**config.mk**
```make
export PLATFORM = sky130hd
export DESIGN_NAME = serial_image_loader
export DESIGN_NICKNAME = d
export VERILOG_FILES = /design/src/hdl/sil_pkg.sv /design/src/hdl/sil_front.sv /design/src/hdl/sil_queue.sv /design/src/hdl/sil_back.sv /design/src/hdl/serial_image_loader.sv
export SDC_FILE = /design/constraint.sdc
export NUM_CORES = 1
export LEC_CHECK = 0
export BUFFER_PORTS_ARGS = -buffer_cell sky130_fd_sc_hd__buf_2
export CAP_MARGIN = 5
export CORE_ASPECT_RATIO = 0.7
export CORE_UTILIZATION = 25
export DETAILED_ROUTE_END_ITERATION = 10
export GPL_ROUTABILITY_DRIVEN = 0
export PLACE_DENSITY_LB_ADDON = 0.08
export SLEW_MARGIN = 25
export SYNTH_ARGS = -nofsm -noshare
export SYNTH_HDL_FRONTEND = slang
export SYNTH_SLANG_ARGS = --single-unit
```
**constraint.sdc**
```tcl
create_clock -name clk -period 5.5 [get_ports clk]
set_input_delay 1.1 -clock clk [delete_from_list [all_inputs] [get_ports clk]]
set_output_delay 1.1 -clock clk [all_outputs]
set_load 0.01 [all_outputs]
```
**src/hdl/sil_pkg.sv**
```systemverilog
`timescale 1ns / 1ps
// Package for the serial image loader: sizes, item and phase types, status codes.
// Used by every module under hdl; depends on nothing else.
package sil_pkg;

  localparam int INDEX_BITS = 24;
  localparam int REM_W = INDEX_BITS + 1;
  localparam int WIDX_W = 24;
  localparam int QUEUE_DEPTH = 2;

  localparam logic [31:0] SIG_RESET = 32'h4788_cafe;
  localparam logic [30:0] MAX_WORDS = 31'(1) << INDEX_BITS;

  typedef enum logic {
    OP_START = 1'b0,
    OP_DATA  = 1'b1
  } op_t;

  typedef struct packed {
    op_t        op;
    logic [7:0] data;
  } item_t;

  typedef enum logic [4:0] {
    PH_IDLE    = 5'b00001,
    PH_SIG     = 5'b00010,
    PH_SIZE    = 5'b00100,
    PH_CHECK   = 5'b01000,
    PH_PAYLOAD = 5'b10000
  } phase_t;

  typedef enum logic [2:0] {
    ST_BUSY   = 3'd0,
    ST_OK     = 3'd1,
    ST_BADSIG = 3'd2,
    ST_BADSUM = 3'd3,
    ST_TOOBIG = 3'd4
  } status_t;

  typedef struct packed {
    logic                  write_valid;
    logic [WIDX_W-1:0]     write_index;
    logic [31:0]           write_data;
    logic                  done_res;
    status_t               status;
  } result_t;

endpackage

```
**src/hdl/sil_front.sv**
```systemverilog
`timescale 1ns / 1ps
// Front stage: accepts requests from the input channel and classifies them.
// Depends on sil_pkg.
module sil_front (
  input  logic           clk,
  input  logic           rst_n,
  input  logic           in_valid,
  output logic           in_ready,
  input  logic           in_cmd,
  input  logic [7:0]     in_data_byte,
  output logic           q_valid,
  input  logic           q_ready,
  output sil_pkg::item_t q_item
);

  logic           valid_r, valid_nxt;
  sil_pkg::item_t item_r, item_nxt;

  assign in_ready = !valid_r || q_ready;
  assign q_valid  = valid_r;
  assign q_item   = item_r;

  always_comb begin
    valid_nxt = valid_r;
    item_nxt  = item_r;
    if (in_valid && in_ready) begin
      valid_nxt    = 1'b1;
      item_nxt.op  = in_cmd ? sil_pkg::OP_DATA : sil_pkg::OP_START;
      item_nxt.data = in_data_byte;
    end else if (q_ready) begin
      valid_nxt = 1'b0;
    end
  end

  always_ff @(posedge clk) begin
    if (!rst_n) begin
      valid_r <= 1'b0;
    end else begin
      valid_r <= valid_nxt;
    end
  end

  always_ff @(posedge clk) begin
    item_r <= item_nxt;
  end

endmodule

```
**src/hdl/sil_queue.sv**
```systemverilog
`timescale 1ns / 1ps
// Short queue of classified requests between the front and the back.
// Depends on sil_pkg.
module sil_queue (
  input  logic           clk,
  input  logic           rst_n,
  input  logic           push_valid,
  output logic           push_ready,
  input  sil_pkg::item_t push_item,
  output logic           pop_valid,
  input  logic           pop_ready,
  output sil_pkg::item_t pop_item
);

  localparam int PTR_W = $clog2(sil_pkg::QUEUE_DEPTH);
  localparam int CNT_W = $clog2(sil_pkg::QUEUE_DEPTH + 1);

  sil_pkg::item_t   mem_r [sil_pkg::QUEUE_DEPTH];
  logic [PTR_W-1:0] wr_ptr_r, wr_ptr_nxt;
  logic [PTR_W-1:0] rd_ptr_r, rd_ptr_nxt;
  logic [CNT_W-1:0] count_r, count_nxt;
  logic             do_push, do_pop;

  assign push_ready = (count_r != CNT_W'(sil_pkg::QUEUE_DEPTH));
  assign pop_valid  = (count_r != '0);
  assign pop_item   = mem_r[rd_ptr_r];
  assign do_push    = push_valid && push_ready;
  assign do_pop     = pop_valid && pop_ready;

  always_comb begin
    wr_ptr_nxt = wr_ptr_r;
    rd_ptr_nxt = rd_ptr_r;
    count_nxt  = count_r;
    if (do_push) begin
      wr_ptr_nxt = (wr_ptr_r == PTR_W'(sil_pkg::QUEUE_DEPTH - 1)) ? '0 : wr_ptr_r + 1'b1;
    end
    if (do_pop) begin
      rd_ptr_nxt = (rd_ptr_r == PTR_W'(sil_pkg::QUEUE_DEPTH - 1)) ? '0 : rd_ptr_r + 1'b1;
    end
    if (do_push && !do_pop) begin
      count_nxt = count_r + 1'b1;
    end else if (do_pop && !do_push) begin
      count_nxt = count_r - 1'b1;
    end
  end

  always_ff @(posedge clk) begin
    if (!rst_n) begin
      wr_ptr_r <= '0;
      rd_ptr_r <= '0;
      count_r  <= '0;
    end else begin
      wr_ptr_r <= wr_ptr_nxt;
      rd_ptr_r <= rd_ptr_nxt;
      count_r  <= count_nxt;
    end
  end

  always_ff @(posedge clk) begin
    if (do_push) begin
      mem_r[wr_ptr_r] <= push_item;
    end
  end

endmodule

```
**src/hdl/sil_back.sv**
```systemverilog
`timescale 1ns / 1ps
// Back end: image parser state, signature register and the registered result.
// Depends on sil_pkg.
module sil_back (
  input  logic             clk,
  input  logic             rst_n,
  input  logic             cfg_wr,
  input  logic [31:0]      cfg_data,
  input  logic             q_valid,
  output logic             q_ready,
  input  sil_pkg::item_t   q_item,
  output logic             res_valid,
  input  logic             res_ready,
  output sil_pkg::result_t res
);

  sil_pkg::phase_t          phase_r, phase_nxt;
  logic [1:0]               pos_r, pos_nxt;
  logic [23:0]              asm_r, asm_nxt;
  logic [sil_pkg::REM_W-1:0]      remain_r, remain_nxt;
  logic [sil_pkg::INDEX_BITS-1:0] idx_r, idx_nxt;
  logic [31:0]              acc_r, acc_nxt;
  logic [31:0]              sig_r;
  logic                     out_valid_r, out_valid_nxt;
  sil_pkg::result_t         out_r, out_nxt;

  logic        take;
  logic [7:0]  b;
  logic [7:0]  expect_byte;
  logic [31:0] word;
  logic [31:0] sum;
  logic [29:0] n_words;

  assign take        = q_valid && (!out_valid_r || res_ready);
  assign q_ready     = !out_valid_r || res_ready;
  assign res_valid   = out_valid_r;
  assign res         = out_r;
  assign b           = q_item.data;
  assign expect_byte = 8'(sig_r >> {pos_r, 3'b000});
  assign word        = {b, asm_r};
  assign sum         = acc_r + word;
  assign n_words     = word[31:2];

  always_comb begin
    phase_nxt     = phase_r;
    pos_nxt       = pos_r;
    asm_nxt       = asm_r;
    remain_nxt    = remain_r;
    idx_nxt       = idx_r;
    acc_nxt       = acc_r;
    out_valid_nxt = out_valid_r;
    out_nxt       = out_r;
    if (res_ready) begin
      out_valid_nxt = 1'b0;
    end
    if (take) begin
      out_valid_nxt = 1'b1;
      out_nxt       = '0;
      if (q_item.op == sil_pkg::OP_START) begin
        phase_nxt  = sil_pkg::PH_SIG;
        pos_nxt    = '0;
        asm_nxt    = '0;
        remain_nxt = '0;
        idx_nxt    = '0;
        acc_nxt    = '0;
      end else begin
        unique case (phase_r)
          sil_pkg::PH_IDLE: begin
          end
          sil_pkg::PH_SIG: begin
            if (b != expect_byte) begin
              phase_nxt       = sil_pkg::PH_IDLE;
              out_nxt.done_res = 1'b1;
              out_nxt.status  = sil_pkg::ST_BADSIG;
            end else if (pos_r == 2'd3) begin
              pos_nxt   = '0;
              phase_nxt = sil_pkg::PH_SIZE;
            end else begin
              pos_nxt = pos_r + 1'b1;
            end
          end
          sil_pkg::PH_SIZE, sil_pkg::PH_CHECK, sil_pkg::PH_PAYLOAD: begin
            if (pos_r != 2'd3) begin
              asm_nxt = {b, asm_r[23:8]};
              pos_nxt = pos_r + 1'b1;
            end else begin
              pos_nxt = '0;
              asm_nxt = '0;
              if (phase_r == sil_pkg::PH_SIZE) begin
                if ({1'b0, n_words} > sil_pkg::MAX_WORDS) begin
                  phase_nxt        = sil_pkg::PH_IDLE;
                  out_nxt.done_res = 1'b1;
                  out_nxt.status   = sil_pkg::ST_TOOBIG;
                end else begin
                  remain_nxt = sil_pkg::REM_W'(n_words);
                  phase_nxt  = sil_pkg::PH_CHECK;
                end
              end else if (phase_r == sil_pkg::PH_CHECK) begin
                acc_nxt = word;
                if (remain_r == '0) begin
                  phase_nxt        = sil_pkg::PH_IDLE;
                  out_nxt.done_res = 1'b1;
                  out_nxt.status   = (word == '0) ? sil_pkg::ST_OK : sil_pkg::ST_BADSUM;
                end else begin
                  phase_nxt = sil_pkg::PH_PAYLOAD;
                end
              end else begin
                out_nxt.write_valid = 1'b1;
                out_nxt.write_index = sil_pkg::WIDX_W'(idx_r);
                out_nxt.write_data  = word;
                acc_nxt    = sum;
                idx_nxt    = idx_r + 1'b1;
                remain_nxt = remain_r - 1'b1;
                if (remain_r == sil_pkg::REM_W'(1)) begin
                  phase_nxt        = sil_pkg::PH_IDLE;
                  out_nxt.done_res = 1'b1;
                  out_nxt.status   = (sum == '0) ? sil_pkg::ST_OK : sil_pkg::ST_BADSUM;
                end
              end
            end
          end
          default: begin
            phase_nxt = sil_pkg::PH_IDLE;
          end
        endcase
      end
    end
  end

  always_ff @(posedge clk) begin
    if (!rst_n) begin
      phase_r     <= sil_pkg::PH_IDLE;
      pos_r       <= '0;
      asm_r       <= '0;
      remain_r    <= '0;
      idx_r       <= '0;
      acc_r       <= '0;
      sig_r       <= sil_pkg::SIG_RESET;
      out_valid_r <= 1'b0;
    end else begin
      phase_r     <= phase_nxt;
      pos_r       <= pos_nxt;
      asm_r       <= asm_nxt;
      remain_r    <= remain_nxt;
      idx_r       <= idx_nxt;
      acc_r       <= acc_nxt;
      out_valid_r <= out_valid_nxt;
      if (cfg_wr) begin
        sig_r <= cfg_data;
      end
    end
  end

  always_ff @(posedge clk) begin
    out_r <= out_nxt;
  end

endmodule

```
**src/hdl/serial_image_loader.sv**
```systemverilog
`timescale 1ns / 1ps
// Serial image loader top level: front stage, request queue and parser back end.
// Throughput is one request per cycle while out_ready is not held low; a result passes
// through the front register, a queue entry and the result register before it is offered.
// Reset is synchronous and active low; it empties the pipeline, returns the parser
// to idle and loads the signature register with 0x4788cafe. Depends on sil_pkg.
module serial_image_loader (
  input  logic                      clk,
  input  logic                      rst_n,
  input  logic                      cfg_valid,
  output logic                      cfg_ready,
  input  logic [31:0]               cfg_data,
  input  logic                      in_valid,
  output logic                      in_ready,
  input  logic                      in_cmd,
  input  logic [7:0]                in_data_byte,
  output logic                      out_valid,
  input  logic                      out_ready,
  output logic                      out_write_valid,
  output logic [sil_pkg::WIDX_W-1:0] out_write_index,
  output logic [31:0]               out_write_data,
  output logic                      out_done_res,
  output logic [2:0]                out_status
);

  logic             f_valid, f_ready;
  sil_pkg::item_t   f_item;
  logic             b_valid, b_ready;
  sil_pkg::item_t   b_item;
  sil_pkg::result_t res;

  assign cfg_ready = 1'b1;

  sil_front u_front (
    .clk          (clk),
    .rst_n        (rst_n),
    .in_valid     (in_valid),
    .in_ready     (in_ready),
    .in_cmd       (in_cmd),
    .in_data_byte (in_data_byte),
    .q_valid      (f_valid),
    .q_ready      (f_ready),
    .q_item       (f_item)
  );

  sil_queue u_queue (
    .clk        (clk),
    .rst_n      (rst_n),
    .push_valid (f_valid),
    .push_ready (f_ready),
    .push_item  (f_item),
    .pop_valid  (b_valid),
    .pop_ready  (b_ready),
    .pop_item   (b_item)
  );

  sil_back u_back (
    .clk       (clk),
    .rst_n     (rst_n),
    .cfg_wr    (cfg_valid && cfg_ready),
    .cfg_data  (cfg_data),
    .q_valid   (b_valid),
    .q_ready   (b_ready),
    .q_item    (b_item),
    .res_valid (out_valid),
    .res_ready (out_ready),
    .res       (res)
  );

  assign out_write_valid = res.write_valid;
  assign out_write_index = res.write_index;
  assign out_write_data  = res.write_data;
  assign out_done_res    = res.done_res;
  assign out_status      = res.status;

endmodule

```
After elaboration in Yosys (flattened, before gate mapping)
Memory sizes are Yosys's and may differ from the RTL's. A register that Yosys moved wholly into a read port is not among the register bits.
Index checks and enable logic that the tools add are counted.
Cells by class
  add/sub/neg operators: 8
  magnitude comparators: 1
  eq/ne operators: 22
  shift operators: 1
  muxes and demuxes: 58
  bitwise operators: 2
  reductions and logical operators: 27
Operator list (number)
  24-bit two-way mux: 8
  32-bit two-way mux: 5
  25-bit two-way mux: 6
  32-bit logical NOT: 2
  57-bit two-way mux: 1
  5-bit two-way mux: 8
  32-bit adder: 1
  4-bit two-way mux: 8
  32-bit by 5-bit >> shifter with 8-bit output: 1
  30-bit by 25-bit > comparator with 1-bit output, second input constant: 1
  25-bit by 1-bit equality test with 1-bit output, second input constant: 1
  25-bit logical NOT: 1
  25-bit by 1-bit subtractor with 25-bit output, second input constant: 1
  24-bit by 1-bit adder with 24-bit output, second input constant: 1
  2-bit two-way mux: 8
  3-bit inequality test, second input constant: 5
  5-bit one-hot mux with 3 select lines: 1
  5-bit AND reduction: 3
  2-bit inequality test, second input constant: 7
  1-bit two-way mux: 11
  8-bit inequality test: 1
  4-bit one-hot mux with 2 select lines: 1
  2-bit nonzero test: 4
  5-bit by 1-bit equality test with 1-bit output, second input constant: 1
  other kinds (21): 32
Storage, ports and cells
  register bits after elaboration: 220
  memory bits (writable): 18
  output and inout port bits: 64
  logic and storage cells: 139
  memories: 1
Memories
  u_queue.mem_r: depth 2, bits a word 9, rd ports 1, clocked after memory_dff 1, wr ports 1, line sil_queue.sv:18  | sil_pkg::item_t mem_r [sil_pkg::QUEUE_DEPTH];

Longest topological paths before layout
  word-level depth: 8
  gate-level depth with buffers: 15

Cells and area by module
Synthesis repeated with hierarchy kept, for this count alone.
Second synthesis, totals
  cells, all modules: 1347
  area, all modules: 12600.8 µm²
By module, submodules not included
  sil_back: times used 1, cells an instance 1279, area an instance 11372.2 µm², seq. area each 4734.5 µm²
  sil_queue: times used 1, cells an instance 52, area an instance 889.6 µm², seq. area each 640.6 µm²
  sil_front: times used 1, cells an instance 14, area an instance 327.8 µm², seq. area each 290.3 µm²
  serial_image_loader: times used 1, cells an instance 2, area an instance 11.3 µm², seq. area each 0.0 µm²

Worst setup path after synthesis
Ideal clock, no wire load.
  path type: input to register
  start point: in out_ready
  end point: reg u_back.remain_r[0] in the netlist's numbering
  setup time: 0.124 ns
  arrival: 4.243 ns
  data required time: 5.376 ns
  path slack: 1.133 ns
  stages on the path: 10
  path buffers: 3
  cell sequence: nor2b_1 or2_1 clkbuf_1 clkinv_1 o21ai_1 clkbuf_1 buf_2 nand2_1 o2111ai_1 a21boi_1
Between the ends
  longest elaborated chain between the ends: 3
Ends and longest elaborated chain
  start: declaration: line serial_image_loader.sv:18  | input logic out_ready,
  1-bit logical OR: line sil_back.sv:34  | assign take = q_valid && (!out_valid_r || res_ready);
  1-bit logical AND: line sil_back.sv:34
  5-bit AND reduction (no line)
  end signal: assignment: line sil_back.sv:144  | remain_r <= remain_nxt;
  end: declaration: line sil_back.sv:20  | logic [sil_pkg::REM_W-1:0] remain_r, remain_nxt;
Every way passes these cells.
A chain may end at the register's enable or synchronous reset.

==> metrics.md <==
| Metric | Value |
|---|---|
| Status | finished, final reports clean |
| First-pass GRT wire length | ~63000 microns |
| Number of synthesized register bits | approximately 240 |
| Vias in the first global route | ~10000 |
| Worst VDD drop | a little under 0.3 mV |
| Layout net count | 1524 |
| Num rows | 68 |
| Placeable core region | around 50000 sq um |
| Final setup fails | 0 |
| Sequential area share after synthesis | between 40% and 50% |
| DRT Pass-1 Iters | 5 |
| Postcts setup bufs | 0 |
| Total gr overflow | 0 |
| Cts repair resizes | 0 |
| Initial Utilization | ~25% |
| Static Leak | 5.59 nW |
| Synth area leaders | dfxtp_1, edfxtp_1, a21oi_1, nand2_1, ha_1 |
| Final Hold Fails | 0 |
| Die width | 270 microns |
| Crit share post-route | between 70 and 80% |
| Tmin final | roughly 4.0 ns |
| Setup TNS Final | 0 ns |
| Min-delay worst type | reg -> reg |
| Post-synth EDFFs | 88 |
| Critical Path Sink Type | flip-flop |
| CTS Buf Count | 28 |
| Worst skew pair latency | 0.57 ns |
| TritonCTS Sinks | roughly 240 |
| Unrepaired setup endpoints after global routing | false |
| Area share of the largest cell type after synthesis | ~24% |
| TritonCTS clock tree | done |
| Clock Pin Slew Worst Setup and Hold Paths | roughly 0.06 ns |
| Clk root buf | clkbuf_16 |
| Largest net degree at the start of global routing | between 90 and 100 |
| Startpoint Class | flip-flop |
| Placed cell count | about 2100 |
| Mapped Avg Cell Area | ~9.3 sq um |
| Measured slew at the worst slew-check pin | about 1.1 ns |
| Pwr Total | between 6 and 7 mW |
| Routed via count | 10200 |
| Count leader, synth | dfxtp_1 |
| I/O pin total | between 100 and 150 |
| Antenna diodes | 0 |
| Req. time, crit path | 5.79 ns |
| Die area | slightly above 50000 sq um |
| Setup Skew | about 0.015 ns |
| Post-Syn Area | 12600 sq um |
| Cell variety after synth | just under 80 |
| Area growth syn-to-layout | 17.3% |
| Hold buffers post-CTS | 0 |
| Clock Path Buffers | 3 |
| WL final | 41000 microns |
| Worst path arrival time | 4.28 ns |
| H-tree depth | 1 |
| Filler instances | approximately 5300 |
| Layout Cells excl Fill | between 2000 and 2500 |
| Worst relative slew slack | around 28% |
| Post-synth top cells | dfxtp_1, nand2_1, nor2_1 |
| DPL Wire Length | between 20000 and 30000 microns |
| Synth area leader | dfxtp_1 |
| Synth Net Count | approximately 1400 |
| Synthesized netlist cell count | around 1400 |
| Iteration-0 DRC Markers | between 800 and 900 |
| Initial antenna violation count | 2 |
| Final Slew Violations | 0 |
| Total number of yosys warnings | 0 |
| Die Height | between 150 and 200 microns |
| Vias per inst | approximately 4.8 |
| DR WL/cell | between 15 and 20 microns |
| Ys async rst share | 0% |
| Share of layout cells above drive strength 1 | between 10% and 20% |
| Fmax | 0.251 GHz |
| GRT Overall Usage | 15.9% |
| Worst setup path class | reg -> reg |
| Post-route DRC | 0 |
| CP max FO | 12 |
| Most common flop cell mapped by yosys | dfxtp_1 |
| Final ANT Viol Nets | 0 |
| Power per cell area | ~400 nW/um^2 |
| Hold_sp | u_front.q_item[2]$_DFFE_PP_ |
| Max cap viols | 0 |
| Port Buffers | between 100 and 150 |
[cell families (layout without fill, tap and decap cells)]
logic type	count (synthesis)	in the layout	synth area share, %
adder cells (fa/ha/maj)	37	37	3.74
AND/OR/NAND/NOR	545	545	22.2
multiplexers	61	61	6.12
other	1	1	0.0298
XOR/XNOR	58	58	4.04
flip-flops	239	239	45.0
buffers and inverters	103	215	3.22
AO/OA/AOI/OAI	307	307	15.6
[area by class of cell]
type,instances,area [sq um],area share [%]
multi-input cells,1009,6530,44.2
flip-flops and latches,239,5670,38.4
well taps,665,832,5.64
clock buffers,41,779,5.28
repair buffers,130,708,4.80
inverters,33,125,0.848
clock inverters,11,119,0.805
[flip-flops by register name, indices dropped and copies added, names as in the netlist, 2 cells and up, named ones only]
signal	count
u_back.res	61
u_back.acc_r	32
u_back.sig_r	32
u_back.remain_r	25
u_back.asm_r	24
u_back.idx_r	24
u_queue.mem_r	18
u_front.q_item	9
u_back.phase_r	5
u_back.pos_r	2
u_queue.count_r	2
[critical path, stage by stage (launching register included)]
cell	delay [ns]
dfxtp_1	0.92
mux2i_1	0.69
xnor2_1	0.17
nor4_2	0.33
a211oi_1	0.25
nand3b_1	0.22
nand4b_4	0.18
nor4_2	0.28
nand4_1	0.18
nor4_1	0.36
a31oi_1	0.13
[stage by stage]
stage          hold WS, ns  worst slack, ns  utilization, %  area, sq um
2_1_floorplan        0.421             1.13               -        12600
3_3_place_gp         0.441             1.60            28.0        13900
3_5_place_dp         0.446             1.50            28.0        13900
4_1_cts              0.457             1.48            29.8        14800
5_1_grt              0.466             1.33            29.8        14800
6_report             0.454             1.51            29.8        14800
[placed cells by master (no fill, tap or decap), types with 14 or more instances in the layout]
cell type,netlist,final
mux2i_1,42,42
xnor2_1,38,38
nor3_1,33,33
o21ai_1,30,28
dfxtp_1,151,151
nor2_1,114,111
a22oi_1,14,14
ha_1,36,36
and2_1,70,70
nand3_1,47,47
buf_2,3,107
inv_1,30,30
nor4_1,17,17
o21ai_0,44,44
a21oi_1,97,97
clkbuf_16,0,28
nand2_1,127,127
nor2b_1,61,61
edfxtp_1,88,88
a21boi_0,23,23
xor2_1,20,20
buf_4,2,23
[worst paths after layout]
| kind | endpoint | slack [ns] | cells after the start |
|---|---|---|---|
| worst max-delay path | u_back.res[1]$_SDFFCE_PN0P_ | 1.51 | 10 |
| worst min-delay path | u_queue.mem_r[1][2]$_DFFE_PP_ | 0.45 | 0 |
| worst max register to register | u_back.res[1]$_SDFFCE_PN0P_ | 1.51 | 10 |
| worst min register to register | u_queue.mem_r[1][2]$_DFFE_PP_ | 0.45 | 0 |
[per-layer routing]
layer  wire length (microns)  vias to the layer above  GRT usage (%)
met3                    1600                       40           2.01
met5                       0                        -              0
met4                     660                        0           2.91
met2                   16200                      221           22.3
met1                   22600                     4956           25.5
li1                        -                     5020              -
[report_power, final]
part | internal, mW | switching (mW) | total (mW) | leakage (nW)
Clock | 1.07 | 0.777 | 1.85 | 0.434
Sequential | 2.14 | 0.192 | 2.34 | 2.08
Combinational | 0.642 | 1.20 | 1.85 | 3.08
Total | 3.86 | 2.17 | 6.03 | 5.59
(Power assumes the default switching activity.)
